[src/rtl/core/rdc_pkg.sv]
`timescale 1ns / 1ps

package rdc_pkg;

    localparam int RADIX_W  = 6;
    localparam int CHAR_W   = 7;
    localparam int DIV_BITS = 8;

    localparam logic [RADIX_W-1:0] RADIX_MIN   = 6'd2;
    localparam logic [RADIX_W-1:0] RADIX_MAX   = 6'd36;
    localparam logic [RADIX_W-1:0] RADIX_RESET = 6'd16;
    localparam logic [RADIX_W-1:0] DIGIT_TEN   = 6'd10;

    localparam logic [CHAR_W-1:0] CHAR_ZERO       = 7'd48;
    localparam logic [CHAR_W-1:0] CHAR_ALPHA_BASE = 7'd87;

    typedef struct packed {
        logic load;
        logic step;
        logic digit_end;
        logic rd_en;
        logic load_out;
        logic out_last;
    } rdc_cmd_t;

    typedef struct packed {
        logic quo_zero;
        logic out_free;
    } rdc_status_t;

    function automatic logic [RADIX_W-1:0] clamp_radix(input logic [RADIX_W-1:0] raw);
        logic [RADIX_W-1:0] r;
        r = raw;
        if (r < RADIX_MIN) begin
            r = RADIX_MIN;
        end else if (r > RADIX_MAX) begin
            r = RADIX_MAX;
        end
        return r;
    endfunction

    // 0-9 map to '0'-'9', 10-35 to 'a'-'z'
    function automatic logic [CHAR_W-1:0] digit_char(input logic [RADIX_W-1:0] d);
        logic [CHAR_W-1:0] c;
        if (d < DIGIT_TEN) begin
            c = CHAR_ZERO + {1'b0, d};
        end else begin
            c = CHAR_ALPHA_BASE + {1'b0, d};
        end
        return c;
    endfunction

endpackage

[src/rtl/core/rdc_ram.sv]
`timescale 1ns / 1ps

module rdc_ram #(
    parameter int WIDTH = 6,
    parameter int DEPTH = 64
) (
    input  logic                     aclk,
    input  logic                     we,
    input  logic [$clog2(DEPTH)-1:0] waddr,
    input  logic [WIDTH-1:0]         wdata,
    input  logic                     re,
    input  logic [$clog2(DEPTH)-1:0] raddr,
    output logic [WIDTH-1:0]         rdata
);

    logic [WIDTH-1:0] mem [DEPTH];
    logic [WIDTH-1:0] rdata_reg;

    always_ff @(posedge aclk) begin
        if (we) begin
            mem[waddr] <= wdata;
        end
        if (re) begin
            rdata_reg <= mem[raddr];
        end
    end

    assign rdata = rdata_reg;

endmodule

[src/rtl/core/rdc_datapath.sv]
`timescale 1ns / 1ps

module rdc_datapath #(
    parameter int VALUE_WIDTH = 64
) (
    input  logic                           aclk,
    input  logic                           aresetn,
    input  logic                           cfg_wr_en,
    input  logic [rdc_pkg::RADIX_W-1:0]    cfg_wr_data,
    input  logic [63:0]                    value,
    input  rdc_pkg::rdc_cmd_t              cmd,
    input  logic [$clog2(VALUE_WIDTH)-1:0] waddr,
    input  logic [$clog2(VALUE_WIDTH)-1:0] raddr,
    output rdc_pkg::rdc_status_t           status,
    output logic [rdc_pkg::CHAR_W-1:0]     out_char,
    output logic                           out_last,
    output logic                           out_valid,
    input  logic                           out_ready
);

    import rdc_pkg::*;

    localparam int NSTEP = (VALUE_WIDTH + DIV_BITS - 1) / DIV_BITS;
    localparam int PW    = NSTEP * DIV_BITS;

    logic [RADIX_W-1:0] radix_reg;
    logic [PW-1:0]      quo_reg;
    logic [RADIX_W-1:0] rem_reg;
    logic [PW-1:0]      quo_step;
    logic [RADIX_W-1:0] rem_step;
    logic [RADIX_W-1:0] ram_rdata;
    logic               out_valid_reg;
    logic [CHAR_W-1:0]  out_char_reg;
    logic               out_last_reg;

    always_ff @(posedge aclk) begin
        if (!aresetn) begin
            radix_reg <= RADIX_RESET;
        end else if (cfg_wr_en) begin
            radix_reg <= clamp_radix(cfg_wr_data);
        end
    end

    // restoring division, DIV_BITS quotient bits per cycle
    always_comb begin
        logic [RADIX_W:0]   t;
        logic [PW-1:0]      q;
        logic [RADIX_W-1:0] r;
        q = quo_reg;
        r = rem_reg;
        for (int i = 0; i < DIV_BITS; i++) begin
            t = {r, q[PW-1]};
            if (t >= {1'b0, radix_reg}) begin
                t = t - {1'b0, radix_reg};
                q = {q[PW-2:0], 1'b1};
            end else begin
                q = {q[PW-2:0], 1'b0};
            end
            r = t[RADIX_W-1:0];
        end
        quo_step = q;
        rem_step = r;
    end

    always_ff @(posedge aclk) begin
        if (cmd.load) begin
            quo_reg <= PW'(value[VALUE_WIDTH-1:0]);
            rem_reg <= '0;
        end else if (cmd.step) begin
            quo_reg <= quo_step;
            rem_reg <= cmd.digit_end ? '0 : rem_step;
        end
    end

    rdc_ram #(
        .WIDTH (RADIX_W),
        .DEPTH (VALUE_WIDTH)
    ) u_digit_ram (
        .aclk  (aclk),
        .we    (cmd.digit_end),
        .waddr (waddr),
        .wdata (rem_step),
        .re    (cmd.rd_en),
        .raddr (raddr),
        .rdata (ram_rdata)
    );

    always_ff @(posedge aclk) begin
        if (!aresetn) begin
            out_valid_reg <= 1'b0;
        end else if (cmd.load_out) begin
            out_valid_reg <= 1'b1;
        end else if (out_ready) begin
            out_valid_reg <= 1'b0;
        end
    end

    always_ff @(posedge aclk) begin
        if (cmd.load_out) begin
            out_char_reg <= digit_char(ram_rdata);
            out_last_reg <= cmd.out_last;
        end
    end

    assign status.quo_zero = (quo_step == '0);
    assign status.out_free = !out_valid_reg || out_ready;
    assign out_char        = out_char_reg;
    assign out_last        = out_last_reg;
    assign out_valid       = out_valid_reg;

endmodule

[src/rtl/core/rdc_ctrl.sv]
`timescale 1ns / 1ps

module rdc_ctrl #(
    parameter int VALUE_WIDTH = 64
) (
    input  logic                           aclk,
    input  logic                           aresetn,
    input  logic                           in_valid,
    output logic                           in_ready,
    input  rdc_pkg::rdc_status_t           status,
    output rdc_pkg::rdc_cmd_t              cmd,
    output logic [$clog2(VALUE_WIDTH)-1:0] waddr,
    output logic [$clog2(VALUE_WIDTH)-1:0] raddr
);

    import rdc_pkg::*;

    localparam int NSTEP = (VALUE_WIDTH + DIV_BITS - 1) / DIV_BITS;
    localparam int SW    = (NSTEP > 1) ? $clog2(NSTEP) : 1;
    localparam int AW    = $clog2(VALUE_WIDTH);

    typedef enum logic [3:0] {
        ST_IDLE = 4'b0001,
        ST_DIV  = 4'b0010,
        ST_RD   = 4'b0100,
        ST_LD   = 4'b1000
    } state_t;

    state_t        state_reg, state_next;
    logic [SW-1:0] step_reg, step_next;
    logic [AW-1:0] count_reg, count_next;

    always_ff @(posedge aclk) begin
        if (!aresetn) begin
            state_reg <= ST_IDLE;
            step_reg  <= '0;
            count_reg <= '0;
        end else begin
            state_reg <= state_next;
            step_reg  <= step_next;
            count_reg <= count_next;
        end
    end

    always_comb begin
        state_next = state_reg;
        step_next  = step_reg;
        count_next = count_reg;
        cmd        = '0;
        in_ready   = 1'b0;
        unique case (state_reg)
            ST_IDLE: begin
                in_ready = 1'b1;
                if (in_valid) begin
                    cmd.load   = 1'b1;
                    step_next  = '0;
                    count_next = '0;
                    state_next = ST_DIV;
                end
            end
            ST_DIV: begin
                cmd.step = 1'b1;
                if (step_reg == SW'(NSTEP - 1)) begin
                    // remainder is the digit; store it at the current count
                    cmd.digit_end = 1'b1;
                    step_next     = '0;
                    if (status.quo_zero) begin
                        state_next = ST_RD;
                    end else begin
                        count_next = count_reg + AW'(1);
                    end
                end else begin
                    step_next = step_reg + SW'(1);
                end
            end
            ST_RD: begin
                cmd.rd_en  = 1'b1;
                state_next = ST_LD;
            end
            ST_LD: begin
                // hold read data until the output register frees up
                if (status.out_free) begin
                    cmd.load_out = 1'b1;
                    cmd.out_last = (count_reg == '0);
                    if (count_reg == '0) begin
                        state_next = ST_IDLE;
                    end else begin
                        count_next = count_reg - AW'(1);
                        state_next = ST_RD;
                    end
                end
            end
            default: begin
                state_next = ST_IDLE;
            end
        endcase
    end

    assign waddr = count_reg;
    assign raddr = count_reg;

endmodule

[src/rtl/core/radix_digit_converter.sv]
`timescale 1ns / 1ps
// The 8-bit-per-cycle divider divides the value by the radix once per digit and stores
// each remainder in the buffer RAM. The digits are then read back most significant
// first, each through the RAM's registered read into the output register, where output
// stalls hold it. A new value is accepted only after the last digit has been loaded.
// Reset: synchronous, active low; clears the controller and output valid, radix to 16.
module radix_digit_converter #(
    parameter int VALUE_WIDTH = 64
) (
    input  logic                        aclk,
    input  logic                        aresetn,
    input  logic                        cfg_wr_en,
    input  logic [rdc_pkg::RADIX_W-1:0] cfg_wr_data,
    input  logic                        s_axis_tvalid,
    output logic                        s_axis_tready,
    input  logic [63:0]                 s_axis_tdata,   // [63:0] value
    output logic                        m_axis_tvalid,
    input  logic                        m_axis_tready,
    output logic [7:0]                  m_axis_tdata,   // [6:0] digit_char, [7] zero
    output logic                        m_axis_tlast
);

    import rdc_pkg::*;

    localparam int AW = $clog2(VALUE_WIDTH);

    rdc_cmd_t          ctrl_cmd;
    rdc_status_t       dp_status;
    logic [AW-1:0]     waddr;
    logic [AW-1:0]     raddr;
    logic [CHAR_W-1:0] out_char;

    rdc_ctrl #(
        .VALUE_WIDTH (VALUE_WIDTH)
    ) u_ctrl (
        .aclk     (aclk),
        .aresetn  (aresetn),
        .in_valid (s_axis_tvalid),
        .in_ready (s_axis_tready),
        .status   (dp_status),
        .cmd      (ctrl_cmd),
        .waddr    (waddr),
        .raddr    (raddr)
    );

    rdc_datapath #(
        .VALUE_WIDTH (VALUE_WIDTH)
    ) u_datapath (
        .aclk        (aclk),
        .aresetn     (aresetn),
        .cfg_wr_en   (cfg_wr_en),
        .cfg_wr_data (cfg_wr_data),
        .value       (s_axis_tdata),
        .cmd         (ctrl_cmd),
        .waddr       (waddr),
        .raddr       (raddr),
        .status      (dp_status),
        .out_char    (out_char),
        .out_last    (m_axis_tlast),
        .out_valid   (m_axis_tvalid),
        .out_ready   (m_axis_tready)
    );

    assign m_axis_tdata = {1'b0, out_char};

`ifndef NO_ASSERTIONS
    a_busy_after_accept: assert property (@(posedge aclk) disable iff (!aresetn)
        (s_axis_tvalid && s_axis_tready) |=> !s_axis_tready)
        else $error("input accepted twice in a row");

    a_no_overwrite: assert property (@(posedge aclk) disable iff (!aresetn)
        ctrl_cmd.load_out |-> dp_status.out_free)
        else $error("pending digit overwritten");

    a_digit_on_step: assert property (@(posedge aclk) disable iff (!aresetn)
        ctrl_cmd.digit_end |-> (ctrl_cmd.step && !ctrl_cmd.rd_en))
        else $error("digit stored outside a divide step");

    a_read_then_load: assert property (@(posedge aclk) disable iff (!aresetn)
        ctrl_cmd.rd_en |=> !ctrl_cmd.rd_en && !ctrl_cmd.step)
        else $error("read not followed by output load state");
`endif

endmodule
[config.mk]
export PLATFORM = sky130hd
export DESIGN_NAME = radix_digit_converter
export DESIGN_NICKNAME = d
export VERILOG_FILES = /design/src/rtl/core/rdc_pkg.sv /design/src/rtl/core/rdc_ram.sv /design/src/rtl/core/rdc_datapath.sv /design/src/rtl/core/rdc_ctrl.sv /design/src/rtl/core/radix_digit_converter.sv
export SDC_FILE = /design/constraint.sdc
export NUM_CORES = 1
export LEC_CHECK = 0
export BUFFER_PORTS_ARGS = -buffer_cell sky130_fd_sc_hd__buf_2
export CAP_MARGIN = 10
export CORE_MARGIN = 3
export CORE_UTILIZATION = 45
export DETAILED_ROUTE_END_ITERATION = 7
export GPL_TIMING_DRIVEN = 1
export HOLD_SLACK_MARGIN = 0.03
export PLACE_DENSITY = 0.64
export SYNTH_ARGS = -nofsm -noshare
export SYNTH_HDL_FRONTEND = slang
export SYNTH_HIERARCHICAL = 1
export SYNTH_SLANG_ARGS = --single-unit
[constraint.sdc]
create_clock -name aclk -period 48.3 [get_ports aclk]
set_clock_uncertainty 0.1 [all_clocks]
set_input_delay 7.245 -clock aclk [delete_from_list [all_inputs] [get_ports aclk]]
set_output_delay 7.245 -clock aclk [all_outputs]
set_load 0.1 [all_outputs]
# Yosys cells after proc, flatten, opt, wreduce, memory -nomap -nowiden
# Memories as Yosys holds them, arrays and structs flattened. A register that Yosys moved wholly into a read port is not among the register bits.
# Cells that the tools add are included.
[totals]
n_memories = 1
output_inout_bits = 11
regBits = 98
ram_bits = 384
[op_classes]
eq_ne = 11
mux = 49
n_addsub = 13
reduce_logical = 12
order_cmp = 11
[memory_table]
columns = ["memory", "words", "word_bits", "rd", "rd_ports_with_merged_regs", "write_ports", "line_no", "text"]
rows = [
  ["u_datapath.u_digit_ram.mem", 64, 6, 1, 1, 1, "rdc_ram.sv:16", "logic [WIDTH-1:0] mem [DEPTH];"],
]
[op_table]
columns = ["cell", "n"]
rows = [
  ["2-to-1 mux 64 bit", 2],
  ["2-to-1 mux 6 bit", 16],
  ["zero test 64 bit", 1],
  ["greater-or-equal comparator 7 x 6 -> 1 bit", 8],
  ["subtractor 6 bit", 8],
  ["one-hot mux 6 bit (3 select lines)", 1],
  ["2-to-1 mux 1 bit", 17],
  ["2-to-1 mux 4 bit", 4],
  ["one-hot mux 4 bit (4 select lines)", 1],
  ["!= test 2 bit, second input constant", 5],
  ["2-to-1 mux 3 bit", 3],
  ["adder 6 x 6 -> 7 bit, first input constant", 1],
  ["adder 7 x 6 -> 7 bit, first input constant", 1],
  ["2-to-1 mux 7 bit", 1],
  ["adder 6 x 1 -> 6 bit, second input constant", 1],
  ["greater-than comparator 6 bit, second input constant", 1],
  ["zero test 6 bit", 1],
  ["< comparator 6 x 2 -> 1 bit, second input constant", 1],
  ["< comparator 6 x 4 -> 1 bit, second input constant", 1],
  ["2-to-1 mux 2 bit", 3],
  ["one-hot mux 3 bit (2 select lines)", 1],
  ["AND reduction 6 bit", 1],
  ["nonzero test 2 bit", 3],
  ["subtractor 6 x 1 -> 6 bit, second input constant", 1],
  ["other kinds (12)", 13],
]

# Logic depth before layout (Yosys ltp)
[logic_depth]
word_depth = 20
mapped_depth = 86
ltp_nobuf = 82

# Cells and area by module
# Netlist, hierarchy kept.
[modules_own_cells]
columns = ["mod", "area_each_um2", "instances", "seq_area_each_um2", "cells_per_inst"]
rows = [
  ["rdc_ram", 15285.9, 1, 11711.2, 720],
  ["rdc_datapath", 6736.5, 1, 2422.3, 656],
  ["rdc_ctrl", 988.4, 1, 260.2, 126],
  ["radix_digit_converter", 11.3, 1, 0.0, 2],
]

# Worst setup path before layout
# Ideal clock, no wire load.
[synth_path]
kind = "register to register"
startpoint = "register u_datapath.radix_reg[1]"
endpoint = "memory u_datapath.u_digit_ram.mem[0][0], data pin"
arrival_ps = 17220
period_less_slack_ps = 17892
slack_ps = 30408
path_stages_with_launch = 77
n_path_buf = 3
cell_sequence = "dfxtp_1 inv_1 ha_1 a211o_1 a21oi_1 mux2_2 inv_1 ha_1 nor2b_1 o21ai_0 a31oi_1 a211o_1 buf_6 o21ai_0 inv_1 ha_1 nor2b_1 o31a_1 (+41 left out) a21o_1 a31o_2 a21oi_1 o21ai_0 a311oi_4 buf_2 nor2b_1 a21oi_1 ha_1 nor2b_1 o21ai_0 nand2b_1 a21o_1 a21o_1 a211oi_1 a21boi_2 mux2i_1 mux2i_1"
[synth_between]
elab_chain_len = 16
[synth_rtl]
columns = ["element", "line_no", "text"]
rows = [
  ["start, declared", "rdc_datapath.sv:26", "logic [RADIX_W-1:0] radix_reg;"],
  ["start signal, assigned", "rdc_datapath.sv:40", "radix_reg <= clamp_radix(cfg_wr_data);"],
  ["subtractor 6 bit or greater-or-equal comparator 7 x 6 -> 1 bit (tied branches)", "rdc_datapath.sv:54, rdc_datapath.sv:53", ""],
  ["2-to-1 mux 6 bit", "rdc_datapath.sv:53", "if (t >= {1'b0, radix_reg}) begin"],
  ["subtractor 6 bit or greater-or-equal comparator 7 x 6 -> 1 bit (tied branches)", "rdc_datapath.sv:54, rdc_datapath.sv:53", ""],
  ["2-to-1 mux 6 bit", "rdc_datapath.sv:53", ""],
  ["subtractor 6 bit or greater-or-equal comparator 7 x 6 -> 1 bit (tied branches)", "rdc_datapath.sv:54, rdc_datapath.sv:53", ""],
  ["2-to-1 mux 6 bit", "rdc_datapath.sv:53", ""],
  ["subtractor 6 bit or greater-or-equal comparator 7 x 6 -> 1 bit (tied branches)", "rdc_datapath.sv:54, rdc_datapath.sv:53", ""],
  ["2-to-1 mux 6 bit", "rdc_datapath.sv:53", ""],
  ["subtractor 6 bit or greater-or-equal comparator 7 x 6 -> 1 bit (tied branches)", "rdc_datapath.sv:54, rdc_datapath.sv:53", ""],
  ["2-to-1 mux 6 bit", "rdc_datapath.sv:53", ""],
  ["greater-or-equal comparator 7 x 6 -> 1 bit or subtractor 6 bit (tied branches)", "rdc_datapath.sv:53, rdc_datapath.sv:54", ""],
  ["2-to-1 mux 6 bit", "rdc_datapath.sv:53", ""],
  ["subtractor 6 bit or greater-or-equal comparator 7 x 6 -> 1 bit (tied branches)", "rdc_datapath.sv:54, rdc_datapath.sv:53", ""],
  ["2-to-1 mux 6 bit", "rdc_datapath.sv:53", ""],
  ["greater-or-equal comparator 7 x 6 -> 1 bit (*)", "rdc_datapath.sv:53", ""],
  ["2-to-1 mux 6 bit (*)", "rdc_datapath.sv:53", ""],
  ["net u_datapath.rem_step[0]", "rdc_datapath.sv:30", "logic [RADIX_W-1:0] rem_step;"],
  ["end, declared", "rdc_ram.sv:16", ""],
]
# The timed path passes the listed nets; every way through them passes the cells marked *.

==> results.md <==
* Status: finished, final reports clean
* Proportion of layout cells with a drive suffix above 1 at 22.90%
* Area of the multi-input gates at around 0.0081 sq mm
* Vias in the first global route at between 10000 and 15000
* Clk buf depth at 3
* Dpl ws at 27.90 ns
* Clock Latency Late Sink at 0.61 ns
* Final hold vios at 0
* Row Count at 82
* 1st-pass router iterations at 7
* Rel. slew slack at a little under a third
* Layout Area Growth over Synthesis at 11.78%
* DR WL/cell at roughly 22 microns
* Nets@finish at approximately 1700
* # fillers at between 4000 and 5000
* Gr ovfl total at 0
* RSZ-0062 raised after global routing: no
* Chip height at 232.2 microns
* TritonCTS Buffers at 50
* Number of synthesized flops with an enable pin at ~460
* Antenna violations before repair at 11
* Slowest library cell on the worst path: a311oi_4
* Commonest cells post-synth: edfxtp_1, nor2_1, mux4_2, mux2_2
* DRC viols at 0
* MaxCap Viol Count at 0
* Main synth FF type: edfxtp_1
* Setup Buffers After CTS at 0
* Root buf cell: clkbuf_16
* Finish-stage setup viols at 0
* Post-synth ARST share at 0%
* Antenna viol nets, final at 0
* Final GP Congestion at just over 0.9
* Top cell by count, worst path: a21oi_1
* Setup ws final at approximately 28 ns
* First-pass GRT wire length at around 80000 microns
* Max Transition Viols Final at 0
* Core Util, Final at a little over 50%
* Largest net degree at the start of global routing at between 70 and 80
* Setup crit end kind: register
* Hold depth at 2
* Vias at 13296
* Detailed Route Iter0 Violations at ~1200
* Setup TNS at 0 ns
* Top-area cell type share of the netlist area at around three fifths
* Syn Inst Count at 1504
* Mean post-synth cell area at around 15 sq um
* Top post-synthesis cells by area: edfxtp_1, mux4_2, mux2_2
* Max reg flops at 384
* Setup CP Type: register to register
* Seq/Total Area, Yosys at between 60% and 70%
* Synth area leader: edfxtp_1
* Ys Warns at 6
* Area of the mapped netlist at approximately 0.023 sq mm
* Worst Reg-to-Reg Cells at between 70 and 80
* Core ar. at between 0.05 and 0.06 sq mm
* Die area at 0.05391 sq mm
* Mapped Nets at between 1500 and 2000
* Worst setup SP type: register
* H-tree depth at 2
* Register Area at roughly 0.014 sq mm
* # IOs at 86
* Min Tclk post-route at 20.61 ns
* Yosys reg bits at approximately 500
* CP max FO at 15
* Slew @ Worst Pin at between 1 and 1.5 ns
* CTS tree: done
* Initial Util at between 40% and 50%
* Vias per cell at roughly 5.8
* Hold/Removal Path Class: register to register
* Req. time, crit path at slightly below 50 ns
* Unique masters post-synth at 88
* Fmax at around 49 MHz
* Data arrival, critical path at 20.99 ns
* Hold_buf cts at 0
* Clock-pin slew on the worst setup and hold paths at about 0.06 ns
* WL final at around 52000 microns
* Post_cts resized at 0
* Placed wire-length estimate at about 34000 microns
* Final Cycle Share at a little over two fifths
* Number of clock sinks at approximately 500
* GRT Overall Usage at slightly below 20%
* Die X at between 200 and 250 microns
* Crit-path max cell delay at ~0.78 ns
* Count leader, synth: edfxtp_1
* IO Port Bufs at between 80 and 90
## worst max-delay path: cells and delay by family (launching register included)
kind,cells,cell delay (ns)
AO/OA/AOI/OAI,44,11.69
adder cells (fa/ha/maj),8,2.64
buffers and inverters,5,0.81
flip-flops,1,0.74
multiplexers,6,2.14
AND/OR/NAND/NOR,13,2.38
## cell type report
type	instances	share of cell area (%)
Clock inverter	36	1.517
Tap cell	672	3.267
Inverter	56	0.8168
Antenna cell	3	0.02917
Clock buffer	57	4.964
Sequential cell	488	55.97
Multi-Input combinational cell	892	31.34
Timing Repair Buffer	100	2.100
## cell usage in the layout, fill, tap and decap left out, drive strengths merged, types with 9 or more instances in the layout
master	n
nor2b	27
o221ai	12
nand2b	20
inv	60
a21oi	44
a21o	17
and2	9
a21boi	9
nor2	115
or3	9
clkinv	25
mux2	82
nor3	18
edfxtp	462
ha	56
nand2	56
o22ai	15
nand3	19
buf	100
clkbuf	57
a211oi	15
xnor2	17
o21ai	44
mux4	93
dfxtp	26
nand4	9
o21a	11
mux2i	36
xor2	13
nor4	18
## through the flow
stage                     area (sq um)  instances  hold slack [ns]
after floorplan                  23020       1504           0.3631
after global placement           24060       2208           0.4001
after detailed placement         24060       2208           0.4053
after CTS                        25730       2301           0.4262
after global routing             25730       2301           0.4443
final                            25730       2304           0.4197
## routing by layer
metal  vias to the layer above  global-route usage, %  routed length, microns
li1                       6108                      -                       -
met1                      6646                  26.44                   22000
met2                       407                  31.31                   24640
met3                       119                  4.367                    3471
met4                        16                  6.739                    1485
met5                         -                      0                      92
## cell families after synthesis
group	count (synthesis)	share of synthesized area, %
compound gates	239	7.326
buf+inv	124	2.728
flops	488	62.52
other cells	1	0.01629
fa+ha+maj	65	3.783
simple gates	346	7.712
mux	211	14.77
xor+xnor	30	1.141
## worst paths after layout
kind	from	end	slack, ns
worst max-delay path	u_datapath/radix_reg[1]	u_ctrl/raddr[2]	27.69
worst min register to register	u_datapath/radix_reg[5]	u_datapath/radix_reg[5]	0.42
worst min-delay path	u_datapath/radix_reg[5]	u_datapath/radix_reg[5]	0.42
worst max register to register	u_datapath/radix_reg[1]	u_ctrl/raddr[2]	27.69
Power is not shown: default switching activity piles up to over one toggle a cycle in this logic, so the estimate is an artifact.
